## src/rtl/multitouch_contact_tracker_macros.svh

```systemverilog
// ----------------------------------------------------------------------------
// multitouch_contact_tracker_macros
// Assertion macros shared by the contact tracker modules.
// ----------------------------------------------------------------------------
`ifndef MULTITOUCH_CONTACT_TRACKER_MACROS_SVH
`define MULTITOUCH_CONTACT_TRACKER_MACROS_SVH
`ifndef ASSERT_OFF
`define MCT_ASSERT(lbl, clk, rst, prop, msg) \
  lbl: assert property (@(posedge clk) disable iff (rst) (prop)) else $error(msg);
`define MCT_ASSERT_NR(lbl, clk, prop, msg) \
  lbl: assert property (@(posedge clk) (prop)) else $error(msg);
`else
`define MCT_ASSERT(lbl, clk, rst, prop, msg)
`define MCT_ASSERT_NR(lbl, clk, prop, msg)
`endif
`endif

```

## src/rtl/mct_pkg.sv

```systemverilog
// ----------------------------------------------------------------------------
// mct_pkg
// Shared types and constants of the contact tracker.
// ----------------------------------------------------------------------------
`timescale 1ns / 1ps
`default_nettype none
package mct_pkg;
  localparam int TouchSlots    = 32;
  localparam int PenSlots      = 4;
  localparam int BatchCapacity = 64;
  localparam logic [8:0] TouchBase = 9'd100;
  localparam logic [8:0] PenBase   = 9'd500;
  localparam logic [6:0] FullPct   = 7'd100;

  typedef enum logic [2:0] {
    REQ_T_PRESS = 3'd0, REQ_T_UPDATE = 3'd1, REQ_T_RELEASE = 3'd2,
    REQ_P_PRESS = 3'd3, REQ_P_UPDATE = 3'd4, REQ_P_RELEASE = 3'd5,
    REQ_CANCEL = 3'd6, REQ_NONE = 3'd7
  } req_t;

  typedef enum logic [2:0] {
    PH_ADD = 3'd0, PH_DOWN = 3'd1, PH_MOVE = 3'd2,
    PH_UP = 3'd3, PH_CANCEL = 3'd4, PH_REMOVE = 3'd5
  } phase_t;

  typedef enum logic [1:0] {
    CMD_STATUS, CMD_TOUCH, CMD_PEN, CMD_CANCEL
  } cmd_t;

  // classified command handed from front to back
  typedef struct packed {
    cmd_t        cmd;
    logic        is_press;
    logic        is_update;
    logic [15:0] src;
    logic [15:0] x;
    logic [15:0] y;
    logic [6:0]  force_pct;
    logic [47:0] time_us;
  } cmd_item_t;

  typedef enum logic [2:0] {
    ST_IDLE, ST_EMIT_A, ST_EMIT_B, ST_SCAN, ST_STATUS
  } st_t;

  function automatic logic [6:0] clamp_pct(input logic [15:0] lvl);
    if (lvl[15]) return 7'd0;
    if (lvl > 16'd100) return FullPct;
    return lvl[6:0];
  endfunction
endpackage
`default_nettype wire

```

## src/rtl/mct_front.sv

```systemverilog
// ----------------------------------------------------------------------------
// mct_front
// Accepts raw items, classifies them and pushes commands into a 2-deep queue.
// ----------------------------------------------------------------------------
`timescale 1ns / 1ps
`default_nettype none
`include "multitouch_contact_tracker_macros.svh"
module mct_front (
  input  wire logic             clk,
  input  wire logic             rst,
  input  wire logic             touch_en,
  input  wire logic             pen_en,
  input  wire logic             in_valid,
  output logic                  in_ready,
  input  wire logic [2:0]       req_type,
  input  wire logic [15:0]      source_id,
  input  wire logic [15:0]      pos_x,
  input  wire logic [15:0]      pos_y,
  input  wire logic [15:0]      pen_level,
  input  wire logic [47:0]      time_us,
  output logic                  q_valid,
  input  wire logic             q_ready,
  output mct_pkg::cmd_item_t    q_item
);
  mct_pkg::cmd_item_t mem [2];
  logic       wptr, rptr;
  logic [1:0] count;
  mct_pkg::cmd_item_t c;
  logic push, pop;

  always_comb begin
    c = '0;
    c.src = source_id;
    c.x = pos_x;
    c.y = pos_y;
    c.force_pct = mct_pkg::clamp_pct(pen_level);
    c.time_us = time_us;
    c.cmd = mct_pkg::CMD_STATUS;
    case (mct_pkg::req_t'(req_type))
      mct_pkg::REQ_T_PRESS, mct_pkg::REQ_T_UPDATE, mct_pkg::REQ_T_RELEASE:
        if (touch_en) c.cmd = mct_pkg::CMD_TOUCH;
      mct_pkg::REQ_P_PRESS, mct_pkg::REQ_P_UPDATE, mct_pkg::REQ_P_RELEASE:
        if (pen_en) c.cmd = mct_pkg::CMD_PEN;
      mct_pkg::REQ_CANCEL: c.cmd = mct_pkg::CMD_CANCEL;
      default: c.cmd = mct_pkg::CMD_STATUS;
    endcase
    c.is_press  = (req_type == mct_pkg::REQ_T_PRESS) || (req_type == mct_pkg::REQ_P_PRESS);
    c.is_update = (req_type == mct_pkg::REQ_T_UPDATE) || (req_type == mct_pkg::REQ_P_UPDATE);
  end

  assign in_ready = (count != 2'd2);
  assign push = in_valid && in_ready;
  assign q_valid = (count != 2'd0);
  assign pop = q_valid && q_ready;
  assign q_item = mem[rptr];

  always_ff @(posedge clk) begin
    if (push) mem[wptr] <= c;
    if (rst) begin
      wptr <= 1'b0;
      rptr <= 1'b0;
      count <= 2'd0;
    end else begin
      if (push) wptr <= ~wptr;
      if (pop) rptr <= ~rptr;
      count <= count + {1'b0, push} - {1'b0, pop};
    end
  end

  `MCT_ASSERT(a_no_overflow, clk, rst, push |-> count != 2'd2, "queue overflow")
  `MCT_ASSERT(a_count_step, clk, rst, (push && !pop) |=> count == $past(count) + 2'd1, "count")
  `MCT_ASSERT(a_no_underflow, clk, rst, pop |-> count != 2'd0, "queue underflow")
endmodule
`default_nettype wire

```

## src/rtl/mct_back.sv

```systemverilog
// ----------------------------------------------------------------------------
// mct_back
// Contact table and event sequencer; emits results through an output register.
// ----------------------------------------------------------------------------
`timescale 1ns / 1ps
`default_nettype none
`include "multitouch_contact_tracker_macros.svh"
module mct_back #(
  parameter int TOUCH_SLOTS    = mct_pkg::TouchSlots,
  parameter int PEN_SLOTS      = mct_pkg::PenSlots,
  parameter int BATCH_CAPACITY = mct_pkg::BatchCapacity
) (
  input  wire logic             clk,
  input  wire logic             rst,
  input  wire logic             q_valid,
  output logic                  q_ready,
  input  wire mct_pkg::cmd_item_t q_item,
  output logic                  out_valid,
  input  wire logic             out_ready,
  output logic                  event_valid,
  output logic [2:0]            phase,
  output logic [8:0]            device_number,
  output logic                  is_stylus,
  output logic [15:0]           out_x,
  output logic [15:0]           out_y,
  output logic [6:0]            pressure_pct,
  output logic [47:0]           out_time_us,
  output logic                  touch_held,
  output logic                  pen_held,
  output logic                  last
);
  localparam int TW = (TOUCH_SLOTS > 1) ? $clog2(TOUCH_SLOTS) : 1;
  localparam int PW = (PEN_SLOTS > 1) ? $clog2(PEN_SLOTS) : 1;
  localparam int NS = TOUCH_SLOTS + PEN_SLOTS;
  localparam int SW = $clog2(NS + 1);
  localparam int BW = $clog2(BATCH_CAPACITY + 1);

  logic [TOUCH_SLOTS-1:0] t_used;
  logic [15:0] t_src [TOUCH_SLOTS];
  logic [15:0] t_x   [TOUCH_SLOTS];
  logic [15:0] t_y   [TOUCH_SLOTS];
  logic [PEN_SLOTS-1:0] p_used;
  logic [15:0] p_src [PEN_SLOTS];
  logic [15:0] p_x   [PEN_SLOTS];
  logic [15:0] p_y   [PEN_SLOTS];
  logic [6:0]  p_f   [PEN_SLOTS];

  mct_pkg::st_t st, st_next;
  mct_pkg::cmd_item_t cur;
  logic        pen_k;
  logic [PW+TW-1:0] slot_r;
  logic        two_ev;
  logic [SW-1:0] scan;
  logic [BW-1:0] emitted;

  // lookup of the queue head
  logic       t_hit, t_free, p_hit, p_free;
  logic [TW-1:0] t_hit_i, t_free_i;
  logic [PW-1:0] p_hit_i, p_free_i;
  always_comb begin
    t_hit = 1'b0; t_free = 1'b0; t_hit_i = '0; t_free_i = '0;
    for (int i = TOUCH_SLOTS - 1; i >= 0; i--) begin
      if (t_used[i] && t_src[i] == q_item.src) begin t_hit = 1'b1; t_hit_i = TW'(i); end
      if (!t_used[i]) begin t_free = 1'b1; t_free_i = TW'(i); end
    end
    p_hit = 1'b0; p_free = 1'b0; p_hit_i = '0; p_free_i = '0;
    for (int i = PEN_SLOTS - 1; i >= 0; i--) begin
      if (p_used[i] && p_src[i] == q_item.src) begin p_hit = 1'b1; p_hit_i = PW'(i); end
      if (!p_used[i]) begin p_free = 1'b1; p_free_i = PW'(i); end
    end
  end

  logic ob_free;
  assign ob_free = !out_valid || out_ready;
  assign q_ready = (st == mct_pkg::ST_IDLE);

  // next used slot at or after scan
  logic          sc_found;
  logic [SW-1:0] sc_idx;
  always_comb begin
    sc_found = 1'b0; sc_idx = '0;
    for (int i = NS - 1; i >= 0; i--) begin
      if (SW'(i) >= scan) begin
        if (i < TOUCH_SLOTS) begin
          if (t_used[i]) begin sc_found = 1'b1; sc_idx = SW'(i); end
        end else if (p_used[i - TOUCH_SLOTS]) begin
          sc_found = 1'b1; sc_idx = SW'(i);
        end
      end
    end
  end

  logic [TW-1:0] st_i;
  logic [PW-1:0] sp_i;
  assign st_i = slot_r[TW-1:0];
  assign sp_i = slot_r[PW+TW-1:TW];

  // result builder
  logic        r_ev, r_last, r_stylus;
  logic [2:0]  r_ph;
  logic [8:0]  r_dev;
  logic [15:0] r_x, r_y;
  logic [6:0]  r_pct;
  logic        emit;
  logic        t_clr, p_clr;
  logic [TW-1:0] tci;
  logic [PW-1:0] pci;
  logic        sc_pen;
  logic [SW-1:0] sc_next;
  logic [TW-1:0] sc_ti;
  logic [PW-1:0] sc_pi;

  always_comb begin
    st_next = st;
    r_ev = 1'b1; r_last = 1'b0; r_stylus = pen_k; r_ph = mct_pkg::PH_ADD;
    r_dev = pen_k ? mct_pkg::PenBase + 9'(sp_i) : mct_pkg::TouchBase + 9'(st_i);
    r_x = pen_k ? p_x[sp_i] : t_x[st_i];
    r_y = pen_k ? p_y[sp_i] : t_y[st_i];
    r_pct = 7'd0;
    emit = 1'b0; t_clr = 1'b0; p_clr = 1'b0; tci = st_i; pci = sp_i;
    sc_pen = (sc_idx >= SW'(TOUCH_SLOTS));
    sc_ti = sc_idx[TW-1:0];
    sc_pi = PW'(sc_idx - SW'(TOUCH_SLOTS));
    sc_next = sc_idx;
    case (st)
      mct_pkg::ST_EMIT_A: begin
        if (ob_free) begin
          emit = 1'b1;
          if (!two_ev) begin
            r_ph = mct_pkg::PH_MOVE;
            r_pct = pen_k ? p_f[sp_i] : mct_pkg::FullPct;
            r_last = 1'b1;
            st_next = mct_pkg::ST_IDLE;
          end else begin
            r_ph = cur.is_press ? mct_pkg::PH_ADD : mct_pkg::PH_UP;
            // release: free the slot now so both results carry the final flags
            t_clr = !cur.is_press && !pen_k;
            p_clr = !cur.is_press && pen_k;
            st_next = mct_pkg::ST_EMIT_B;
          end
        end
      end
      mct_pkg::ST_EMIT_B: begin
        if (ob_free) begin
          emit = 1'b1; r_last = 1'b1; st_next = mct_pkg::ST_IDLE;
          if (cur.is_press) begin
            r_ph = mct_pkg::PH_DOWN;
            r_pct = pen_k ? p_f[sp_i] : mct_pkg::FullPct;
          end else begin
            r_ph = mct_pkg::PH_REMOVE;
          end
        end
      end
      mct_pkg::ST_SCAN: begin
        r_stylus = sc_pen;
        r_dev = sc_pen ? mct_pkg::PenBase + 9'(sc_pi) : mct_pkg::TouchBase + 9'(sc_ti);
        r_x = sc_pen ? p_x[sc_pi] : t_x[sc_ti];
        r_y = sc_pen ? p_y[sc_pi] : t_y[sc_ti];
        if (!sc_found) begin
          st_next = mct_pkg::ST_STATUS;
        end else if (ob_free) begin
          emit = 1'b1;
          r_ph = two_ev ? mct_pkg::PH_REMOVE : mct_pkg::PH_CANCEL;
          if (two_ev) begin
            t_clr = !sc_pen; p_clr = sc_pen; tci = sc_ti; pci = sc_pi;
          end
        end
      end
      mct_pkg::ST_STATUS: begin
        r_ev = 1'b0; r_stylus = 1'b0; r_dev = '0; r_x = '0; r_y = '0;
        r_last = 1'b1;
        if (ob_free) begin
          emit = 1'b1; st_next = mct_pkg::ST_IDLE;
        end
      end
      default: st_next = st;
    endcase
  end

  // flags after this item's clear
  logic [TOUCH_SLOTS-1:0] t_used_n;
  logic [PEN_SLOTS-1:0]   p_used_n;
  always_comb begin
    t_used_n = t_used;
    p_used_n = p_used;
    if (t_clr) t_used_n[tci] = 1'b0;
    if (p_clr) p_used_n[pci] = 1'b0;
  end

  // results beyond BATCH_CAPACITY for this item are dropped
  logic drop;
  assign drop = (emitted >= BW'(BATCH_CAPACITY));

  // load the output register; status only when the item made no event
  logic load;
  assign load = emit && ((st == mct_pkg::ST_STATUS) ? (emitted == '0) : !drop);

  always_ff @(posedge clk) begin
    if (rst) begin
      st <= mct_pkg::ST_IDLE;
      t_used <= '0;
      p_used <= '0;
      out_valid <= 1'b0;
      emitted <= '0;
      two_ev <= 1'b0;
      scan <= '0;
      pen_k <= 1'b0;
      slot_r <= '0;
    end else begin
      out_valid <= load || (out_valid && !out_ready);
      if (q_valid && q_ready) begin
        emitted <= '0;
        scan <= '0;
        cur <= q_item;
        case (q_item.cmd)
          mct_pkg::CMD_TOUCH: begin
            pen_k <= 1'b0;
            if (t_hit) begin
              slot_r <= (PW+TW)'(t_hit_i);
              t_x[t_hit_i] <= q_item.x;
              t_y[t_hit_i] <= q_item.y;
              two_ev <= !(q_item.is_press || q_item.is_update);
              st <= mct_pkg::ST_EMIT_A;
            end else if (q_item.is_press && t_free) begin
              slot_r <= (PW+TW)'(t_free_i);
              t_used[t_free_i] <= 1'b1;
              t_src[t_free_i] <= q_item.src;
              t_x[t_free_i] <= q_item.x;
              t_y[t_free_i] <= q_item.y;
              two_ev <= 1'b1;
              st <= mct_pkg::ST_EMIT_A;
            end else begin
              two_ev <= 1'b0;
              st <= mct_pkg::ST_STATUS;
            end
          end
          mct_pkg::CMD_PEN: begin
            pen_k <= 1'b1;
            if (p_hit) begin
              slot_r <= {p_hit_i, TW'(0)};
              p_x[p_hit_i] <= q_item.x;
              p_y[p_hit_i] <= q_item.y;
              if (q_item.is_press || q_item.is_update) p_f[p_hit_i] <= q_item.force_pct;
              two_ev <= !(q_item.is_press || q_item.is_update);
              st <= mct_pkg::ST_EMIT_A;
            end else if (q_item.is_press && p_free) begin
              slot_r <= {p_free_i, TW'(0)};
              p_used[p_free_i] <= 1'b1;
              p_src[p_free_i] <= q_item.src;
              p_x[p_free_i] <= q_item.x;
              p_y[p_free_i] <= q_item.y;
              p_f[p_free_i] <= q_item.force_pct;
              two_ev <= 1'b1;
              st <= mct_pkg::ST_EMIT_A;
            end else begin
              two_ev <= 1'b0;
              st <= mct_pkg::ST_STATUS;
            end
          end
          mct_pkg::CMD_CANCEL: begin
            two_ev <= 1'b0;
            st <= mct_pkg::ST_SCAN;
          end
          default: begin
            two_ev <= 1'b0;
            st <= mct_pkg::ST_STATUS;
          end
        endcase
      end else begin
        st <= st_next;
        t_used <= t_used_n;
        p_used <= p_used_n;
        if (emit && !drop && st != mct_pkg::ST_STATUS) emitted <= emitted + BW'(1);
        if (st == mct_pkg::ST_SCAN && emit) begin
          two_ev <= !two_ev;
          if (two_ev) scan <= sc_next + SW'(1);
        end
      end
    end
  end

  // output register; in a cancel scan the last remove is flagged by lookahead
  logic scan_last;
  always_comb begin
    scan_last = 1'b0;
    if (st == mct_pkg::ST_SCAN && two_ev) begin
      scan_last = 1'b1;
      for (int i = 0; i < NS; i++)
        if (SW'(i) > sc_idx) begin
          if (i < TOUCH_SLOTS) begin
            if (t_used[i]) scan_last = 1'b0;
          end else if (p_used[i - TOUCH_SLOTS]) scan_last = 1'b0;
        end
    end
  end

  always_ff @(posedge clk) begin
    if (load) begin
      event_valid <= r_ev;
      phase <= r_ph;
      device_number <= r_dev;
      is_stylus <= r_stylus;
      out_x <= r_x;
      out_y <= r_y;
      pressure_pct <= r_pct;
      out_time_us <= cur.time_us;
      // a cancel leaves the whole table empty
      touch_held <= (st == mct_pkg::ST_SCAN) ? 1'b0 : |t_used_n;
      pen_held <= (st == mct_pkg::ST_SCAN) ? 1'b0 : |p_used_n;
      last <= r_last || scan_last || (emitted == BW'(BATCH_CAPACITY - 1));
    end
  end

  `MCT_ASSERT(a_hold_out, clk, rst, (out_valid && !out_ready) |=> out_valid, "result lost")
  `MCT_ASSERT(a_take_idle, clk, rst, (q_valid && q_ready) |-> st == mct_pkg::ST_IDLE, "busy take")
  `MCT_ASSERT(a_emit_room, clk, rst, emit |-> ob_free, "overwrite")
endmodule
`default_nettype wire

```

## src/rtl/multitouch_contact_tracker.sv

```systemverilog
// ----------------------------------------------------------------------------
// multitouch_contact_tracker
// Tracks touch and pen contacts and emits pointer events per raw event.
// ----------------------------------------------------------------------------
// Usage: raw events enter on in_valid/in_ready with req_type, source_id,
// pos_x, pos_y, pen_level and time_us. Each item gives one or more results
// on out_valid/out_ready; last marks the final one of the item.
// A front stage classifies items into a two-entry queue; the back stage
// owns the contact table and sequences the events.
// An input transfer passes the queue, the back stage's state and the output
// register. A press, update or release holds the back stage for a lookup plus
// one state per result; cancel-all emits a cancel and a remove per active
// contact, then visits the status state. The back sequencer, one result per
// cycle while the receiver is ready, sets the rate.
// Reset clears the table and sets both enables. When the receiver stalls,
// the output register holds and the queue fills, then in_ready drops.
// Write the configuration only while no item is in flight.
// ----------------------------------------------------------------------------
`timescale 1ns / 1ps
`default_nettype none
module multitouch_contact_tracker #(
  parameter int TOUCH_SLOTS    = mct_pkg::TouchSlots,
  parameter int PEN_SLOTS      = mct_pkg::PenSlots,
  parameter int BATCH_CAPACITY = mct_pkg::BatchCapacity
) (
  input  wire logic        clk,
  input  wire logic        rst,
  input  wire logic        cfg_we,
  input  wire logic        cfg_index,
  input  wire logic        cfg_data,
  input  wire logic        in_valid,
  output logic             in_ready,
  input  wire logic [2:0]  req_type,
  input  wire logic [15:0] source_id,
  input  wire logic [15:0] pos_x,
  input  wire logic [15:0] pos_y,
  input  wire logic [15:0] pen_level,
  input  wire logic [47:0] time_us,
  output logic             out_valid,
  input  wire logic        out_ready,
  output logic             event_valid,
  output logic [2:0]       phase,
  output logic [8:0]       device_number,
  output logic             is_stylus,
  output logic [15:0]      out_x,
  output logic [15:0]      out_y,
  output logic [6:0]       pressure_pct,
  output logic [47:0]      out_time_us,
  output logic             touch_held,
  output logic             pen_held,
  output logic             last
);
  logic touch_enable, pen_enable;
  logic q_valid, q_ready;
  mct_pkg::cmd_item_t q_item;

  always_ff @(posedge clk) begin
    if (rst) begin
      touch_enable <= 1'b1;
      pen_enable <= 1'b1;
    end else if (cfg_we) begin
      if (cfg_index) pen_enable <= cfg_data;
      else touch_enable <= cfg_data;
    end
  end

  mct_front u_front (
    .clk, .rst, .touch_en(touch_enable), .pen_en(pen_enable),
    .in_valid, .in_ready, .req_type, .source_id, .pos_x, .pos_y,
    .pen_level, .time_us, .q_valid, .q_ready, .q_item
  );

  mct_back #(
    .TOUCH_SLOTS(TOUCH_SLOTS), .PEN_SLOTS(PEN_SLOTS),
    .BATCH_CAPACITY(BATCH_CAPACITY)
  ) u_back (
    .clk, .rst, .q_valid, .q_ready, .q_item, .out_valid, .out_ready,
    .event_valid, .phase, .device_number, .is_stylus, .out_x, .out_y,
    .pressure_pct, .out_time_us, .touch_held, .pen_held, .last
  );
endmodule
`default_nettype wire

```

## config.mk

```make
export PLATFORM = sky130hd
export DESIGN_NAME = multitouch_contact_tracker
export DESIGN_NICKNAME = d
export VERILOG_FILES = /design/src/rtl/mct_pkg.sv /design/src/rtl/mct_front.sv /design/src/rtl/mct_back.sv /design/src/rtl/multitouch_contact_tracker.sv
export VERILOG_INCLUDE_DIRS = /design/src /design/src/rtl
export SDC_FILE = /design/constraint.sdc
export NUM_CORES = 2
export LEC_CHECK = 0
export ABC_AREA = 1
export BUFFER_PORTS_ARGS = -buffer_cell sky130_fd_sc_hd__buf_2
export CAP_MARGIN = 10
export CORE_ASPECT_RATIO = 1.25
export CORE_UTILIZATION = 35
export CTS_CLUSTER_SIZE = 12
export DETAILED_ROUTE_END_ITERATION = 7
export PLACE_DENSITY = 0.5
export SYNTH_ARGS = -nofsm -noshare
export SYNTH_HDL_FRONTEND = slang
export SYNTH_SLANG_ARGS = --single-unit
```

## constraint.sdc

```tcl
create_clock -name clk -period 37.5 [get_ports clk]
set_input_delay 11.25 -clock clk [delete_from_list [all_inputs] [get_ports clk]]
set_output_delay 11.25 -clock clk [all_outputs]
set_load 0.005 [all_outputs]
```

### After elaboration in Yosys (flattened, before gate mapping)

Memory sizes are Yosys's and may differ from the RTL's. A register that Yosys moved wholly into a read port is not among the register bits.
Index checks and enable logic that the tools add are counted.

| storage, ports and cells | value |
|---|---|
| logic and storage cells | 825 |
| memories kept | 8 |
| memory bits (writable) | 1970 |
| bits in registers | 221 |
| input bits | 122 |

| cells by class | value |
|---|---|
| eq/ne operators | 63 |
| add/subtract/negate cells | 9 |
| bitwise gates (word level) | 10 |
| multiplexer cells | 530 |
| reductions and logical operators | 95 |
| $lt $le $gt $ge | 83 |

Memory list:

| memory | words | bits a word | read ports | clocked after Yosys merged registers in | wr ports | line | source |
|---|---|---|---|---|---|---|---|
| u_back.t_src | 32 | 16 | 32 | 0 | 1 | mct_back.sv:39 | `logic [15:0] t_src [TOUCH_SLOTS];` |
| u_back.t_x | 32 | 16 | 2 | 1 | 1 | mct_back.sv:40 | `logic [15:0] t_x [TOUCH_SLOTS];` |
| u_back.t_y | 32 | 16 | 2 | 1 | 1 | mct_back.sv:41 | `logic [15:0] t_y [TOUCH_SLOTS];` |
| u_front.mem | 2 | 107 | 1 | 1 | 1 | mct_front.sv:25 | `mct_pkg::cmd_item_t mem [2];` |
| u_back.p_src | 4 | 16 | 4 | 0 | 1 | mct_back.sv:43 | `logic [15:0] p_src [PEN_SLOTS];` |
| u_back.p_x | 4 | 16 | 2 | 1 | 1 | mct_back.sv:44 | `logic [15:0] p_x [PEN_SLOTS];` |
| +2 memories | - | - | - | - | - | - |  |

Operators by type and width:

| operator | count |
|---|---|
| $eq A16 B16 Y1 | 36 |
| $mux W6 | 72 |
| $mux W5 | 74 |
| $mux W1 | 292 |
| $mux W32 | 5 |
| $mux W16 | 8 |
| $mux W7 | 14 |
| $ge A5 B6 Y1 const A | 16 |
| $gt A5 B6 Y1 const A | 16 |
| $pmux W16 S2 | 2 |
| $reduce_or A16 Y1 | 4 |
| $logic_and A1 B1 Y1 | 52 |
| $ge A4 B6 Y1 const A | 8 |
| $gt A4 B6 Y1 const A | 8 |
| $mux W2 | 24 |
| $mux W3 | 14 |
| $and A32 B32 Y32 | 1 |
| $not A32 Y32 | 1 |
| $or A32 B32 Y32 | 1 |
| $reduce_or A32 Y1 | 1 |
| $pmux W7 S2 | 2 |
| $pmux W3 S3 | 3 |
| $ge A3 B6 Y1 const A | 4 |
| $ge A6 B6 Y1 const A | 4 |
| 56 further kinds | 128 |

### Longest topological paths before layout

| logic depth | value |
|---|---|
| depth after elaboration | 156 |
| mapped depth | 53 |
| depth with buffers taken out | 49 |

### Modules after synthesis

A second synthesis with hierarchy kept.

| second synthesis, totals | value |
|---|---|
| cells, all modules | 9464 |
| area total of the unflattened synthesis | 100604.0 µm² |

Modules (own cells, without submodules):

| module | instances | area an instance (µm²) | cells each |
|---|---|---|---|
| mct_back | 1 | 92209.7 | 9031 |
| mct_front | 1 | 8306.7 | 421 |
| multitouch_contact_tracker | 1 | 87.6 | 12 |

### Worst setup path before layout

OpenSTA, ideal clock, no wires.

| timing path | value |
|---|---|
| kind | in2reg |
| start point | input out_ready |
| end point | register u_back.device_number[0], enable pin |
| buffers on the path | 0 |
| data arrival time | 21.944 ns |
| cell stages on the path | 4 |
| setup slack | 14.708 ns |
| required time | 36.652 ns |
| setup time | 0.848 ns |
| path through | nor2_1 > inv_1 > nand3_1 > o41ai_1 |

| between the ends | value |
|---|---|
| word-level cells in the longest chain between the ends | 5 |

Ends and longest elaborated chain:

| item | line | source |
|---|---|---|
| start: declaration | multitouch_contact_tracker.sv:40 | `input wire logic out_ready,` |
| $logic_or A1 B1 Y1 * | mct_back.sv:74 | `assign ob_free = !out_valid \|\| out_ready;` |
| $mux W1 * | - |  |
| $mux W1 | mct_back.sv:159 | `if (!sc_found) begin` |
| $pmux W1 S2 * | mct_back.sv:125 | `case (st)` |
| $logic_and A1 B1 Y1 * | mct_back.sv:196 | `assign load = emit && ((st == mct_pkg::ST_STATUS) ? (emitted == '0) : !drop);` |
| net u_back.load | mct_back.sv:195 | `logic load;` |
| end signal: assignment | mct_back.sv:301 | `device_number <= r_dev;` |
| end: declaration | mct_back.sv:22 | `output logic [8:0] device_number,` |

The timed path passes the listed nets; every way through them passes the cells marked *.
A chain may end at the register's enable or synchronous reset.

### Worst setup path after layout

| timing path | value |
|---|---|
| start point | input rst |
| end point | memory u_back.t_y[21][15], enable pin |

| between the ends | value |
|---|---|
| word-level cells in the longest chain between the ends | 4 |
| elaborated cells between the ends (all ways) | 7 |
| those cells by class | 6 x mux; 1 x reduce/logical |

Ends and longest elaborated chain:

| item | line | source |
|---|---|---|
| start: declaration | multitouch_contact_tracker.sv:27 | `input wire logic rst,` |
| $mux W1 | mct_back.sv:199 | `if (rst) begin` |
| $mux W1 (implied by the code) | mct_back.sv:229 | `t_y[t_free_i] <= q_item.y;` |
| $reduce_or A16 Y1 (no line) | - |  |
| $mux W5 (no line) or $mux W1 (tied branches) | - |  |
| end: declaration | mct_back.sv:41 |  |

Parallel ways exist; a longest one is shown, timed or not.

==> flow_metrics.tcl <==
set metrics [dict create \
    outcome "completed" \
    ys_async_sr_fraction_pct 0 \
    syn-num-nets 9867 \
    crit_arrival_ns 14.81 \
    end_kind "flip-flop" \
    drt-total-wl_mm 388 \
    numCtsBuffers 240 \
    hold_path_depth 0 \
    syn_inst 9725 \
    worst_hold_path.endpoint "u_back.out_time_us[10]$_DFFE_PP_" \
    routed-via-count 79542 \
    die_h_um 601 \
    grt_max_degree 166 \
    hp-start "u_back.cur[10]$_DFFE_PP_" \
    finalHoldViolations 0 \
    slew-limit-headroom_pct 16.1 \
    worst_pin_slew_ns 1.25 \
    viasPerCell 5.78 \
    critPathMaxStageDelay_ns 0.62 \
    fin_tns_setup_ns 0 \
    fin_ws_ns 23.25 \
    yosysTopAreaCell "edfxtp_1" \
    postRouteAntennaNets 0 \
    synth_edf_count 2122 \
    fill_cells 27375 \
    cts.sinks 2198 \
    drv_slew 0 \
    ctsResizeCount 0 \
    grt_pass1_vias 75461 \
    synth_top_area_share_pct 63.3 \
    rows 219 \
    dp_hpwl_mm 243 \
    core-area_um2 285000 \
    ys_top_cells_by_area "edfxtp_1 (63%), nand2_1 (8.4%), o21ai_0 (5.0%)" \
    synth_top_cells_by_count "nand2_1 (2,253), edfxtp_1 (2,122), nor2_1 (1,114)" \
    synth-main-ff-cell "edfxtp_1" \
    synth_most_common_cell "nand2_1" \
    syn_area_um2 101000 \
    cellPowerDensity_nw_per_um2 71.4 \
    cpMaxStageDelayCell "nor2_4" \
    synth-seq-cells 2198 \
    crit_chain "buf_2 -> nor2_4 -> buf_4 -> nand2_2 -> o21ai_0 -> inv_1 -> nor2_1 -> nand2_1 -> nor2_4 -> buf_4" \
    avgSynthCellArea_um2 10.3 \
    preCtsSetupSlack_ns 22.26 \
    drc 0 \
    nets 9949 \
    synth.distinct_cells 62 \
    final_layout_size_suffix_gt1_share_pct 9.85 \
    worstPathMaxFanout 50 \
    ir_drop_v 0.000121 \
    cts_root_buffer "clkbuf_16" \
    ctsHoldBuffers 0 \
    antenna_found_initial 25 \
    die_area_um2 290000 \
    wl_per_cell_um 28.2 \
    firstDrtPassIters 8 \
    cts.path.max_buffers 4 \
    worst_clock_skew_ns 0.0823 \
    min_path_type "flip-flop to flip-flop" \
    die_x_um 482 \
    grt_usage_pct 26.1 \
    drv_cap 0 \
    cts_max_level 4 \
    p_leak_uw 0.0396 \
    clk_latency_ns 0.95 \
    yosys_warnings 0 \
    syn2layout_area_growth_pct 12.9 \
    io_buffer_count 227 \
    clk_pin_slew_ns 0.06 \
    regToRegSetupSlack_ns 28.97 \
    crit_type "primary input to flip-flop" \
    worst-r2r-cell-count 23 \
    grt_pass1_wl_mm 549 \
    tritoncts "yes" \
    ios 228 \
    crit_required_ns 38.05 \
    max_freq_mhz 70.2 \
    min_period_over_period_pct 38.0 \
    start_util_pct 35.3 \
    cts_setup_buffers 0 \
    drtIter0Drc 10278 \
    rsz0062_at_grt "false" \
    min_period_ns 14.25 \
    grt_overflow 0 \
    timing.rr.end "u_back.t_x[12][14]$_DFFE_PP_" \
    ys_seq_area_share_pct 64.9 \
    setup_viol 0 \
    start_kind "primary input" \
    place.gp.congestion 0.936 \
]
==> cells in the final DEF, fill, tap and decap left out, types with 24 or more instances in the layout <==
cell type	netlist	routed
nand2_1	2253	2210
edfxtp_1	2122	2122
nor2_1	1114	1064
o21ai_0	1011	1005
nand3_1	767	767
o22ai_1	396	396
inv_1	308	300
clkbuf_16	0	244
buf_2	173	227
buf_4	41	210
a21oi_1	169	168
nand4_1	150	150
xor2_1	94	94
clkinv_1	12	71
dfxtp_1	76	68
nor4_1	65	65
or2_2	62	62
a221oi_1	55	55
xnor2_1	51	51
nand2_2	11	50
clkbuf_1	374	50
nor2_4	1	49
nor3_1	46	43
o221ai_1	43	43
o211ai_1	42	42
clkinv_2	0	39
a211oi_1	32	32
a22o_1	29	29
o21ai_1	20	24
==> sequential cells by signal, summed over array words and instances, names as in the netlist, 2 cells and up, named ones only <==
register / cells
u_back.t_src: 512
u_back.cur: 49
u_back.p_x: 64
u_back.t_x: 512
u_back.slot_r: 7
u_back.emitted: 7
u_back.device_number: 8
u_back.t_y: 512
u_back.t_used: 32
u_front.mem: 214
u_back.p_used: 4
u_back.scan: 6
u_back.st: 3
u_back.out_time_us: 48
u_back.out_x: 16
u_back.pressure_pct: 7
u_back.p_y: 64
u_back.out_y: 16
u_back.p_f: 28
u_back.p_src: 64
u_back.phase: 3
u_front.count: 2
==> report_power, final <==
part / internal (uW) / switching [uW]
sequential: 3050 / 56.1
combinational: 599 / 2140
clock: 1280 / 989
total: 4920 / 3180
==> cells by family (layout without fill, tap and decap cells) <==
family | Yosys count | count (layout) | synth area share (%)
AND/OR/NAND/NOR | 4508 | 4508 | 18.7
flip-flops | 2198 | 2198 | 64.9
AO/OA/AOI/OAI | 1907 | 1907 | 11.0
buffers and inverters | 947 | 1212 | 3.92
XOR/XNOR | 145 | 145 | 1.26
adder cells (fa/ha/maj) | 20 | 20 | 0.249
other | 0 | 16 | 0
==> how the worst max path moves through the flow <==
stage                     startpoint                           endpoint  slack, ns  cells after the start
after floorplan            out_ready  u_back.device_number[0]$_DFFE_PP_      14.71                      4
after global placement           rst       u_back.t_x[16][13]$_DFFE_PP_      22.22                     10
after detailed placement         rst       u_back.t_x[21][14]$_DFFE_PP_      22.26                     10
after CTS                        rst        u_back.t_x[22][3]$_DFFE_PP_      23.21                      9
after global routing             rst       u_back.t_y[21][15]$_DFFE_PP_      23.06                     10
final                            rst       u_back.t_y[21][15]$_DFFE_PP_      23.25                     10
==> cell type report <==
| cell class | count | area, um^2 | share of cell area, % |
|---|---|---|---|
| diodes | 16 | 40.0 | 0.0353 |
| inverters | 332 | 1270 | 1.12 |
| repair buffers | 455 | 2980 | 2.62 |
| multi-input cells | 6580 | 32000 | 28.2 |
| well taps | 3757 | 4700 | 4.14 |
| clock buffers | 302 | 6400 | 5.64 |
| flip-flops and latches | 2198 | 65300 | 57.5 |
| clock inverters | 123 | 911 | 0.802 |
==> metrics by stage <==
stage / power, uW / hold WS [ns] / cells / area [um^2] / utilization (%)
finish: 8110 / 0.417 / 13763 / 114000 / 39.8
global route: 8410 / 0.420 / 13749 / 114000 / 39.8
CTS: 8100 / 0.416 / 13721 / 113000 / 39.7
detailed placement: 5850 / 0.405 / 13296 / 106000 / 37.1
global placement: 5840 / 0.401 / 13296 / 106000 / 37.1
floorplan: 4740 / 0.400 / 9725 / 101000 / -
==> routing by layer <==
metal  vias to the layer above  wire (um)  track usage, %
met2                      4283     181000            41.9
met5                         -         93               0
met4                        14      24900            14.7
li1                      34981          -               -
met1                     39370     150000            33.1
met3                       894      33100            4.68
==> critical path, delay by kind of cell <==
kind	cells	cell delay, ns
AND/OR/NAND/NOR	5	1.62
AO/OA/AOI/OAI	1	0.44
buffers and inverters	4	1.43
Power figures use the tool's default switching activity.
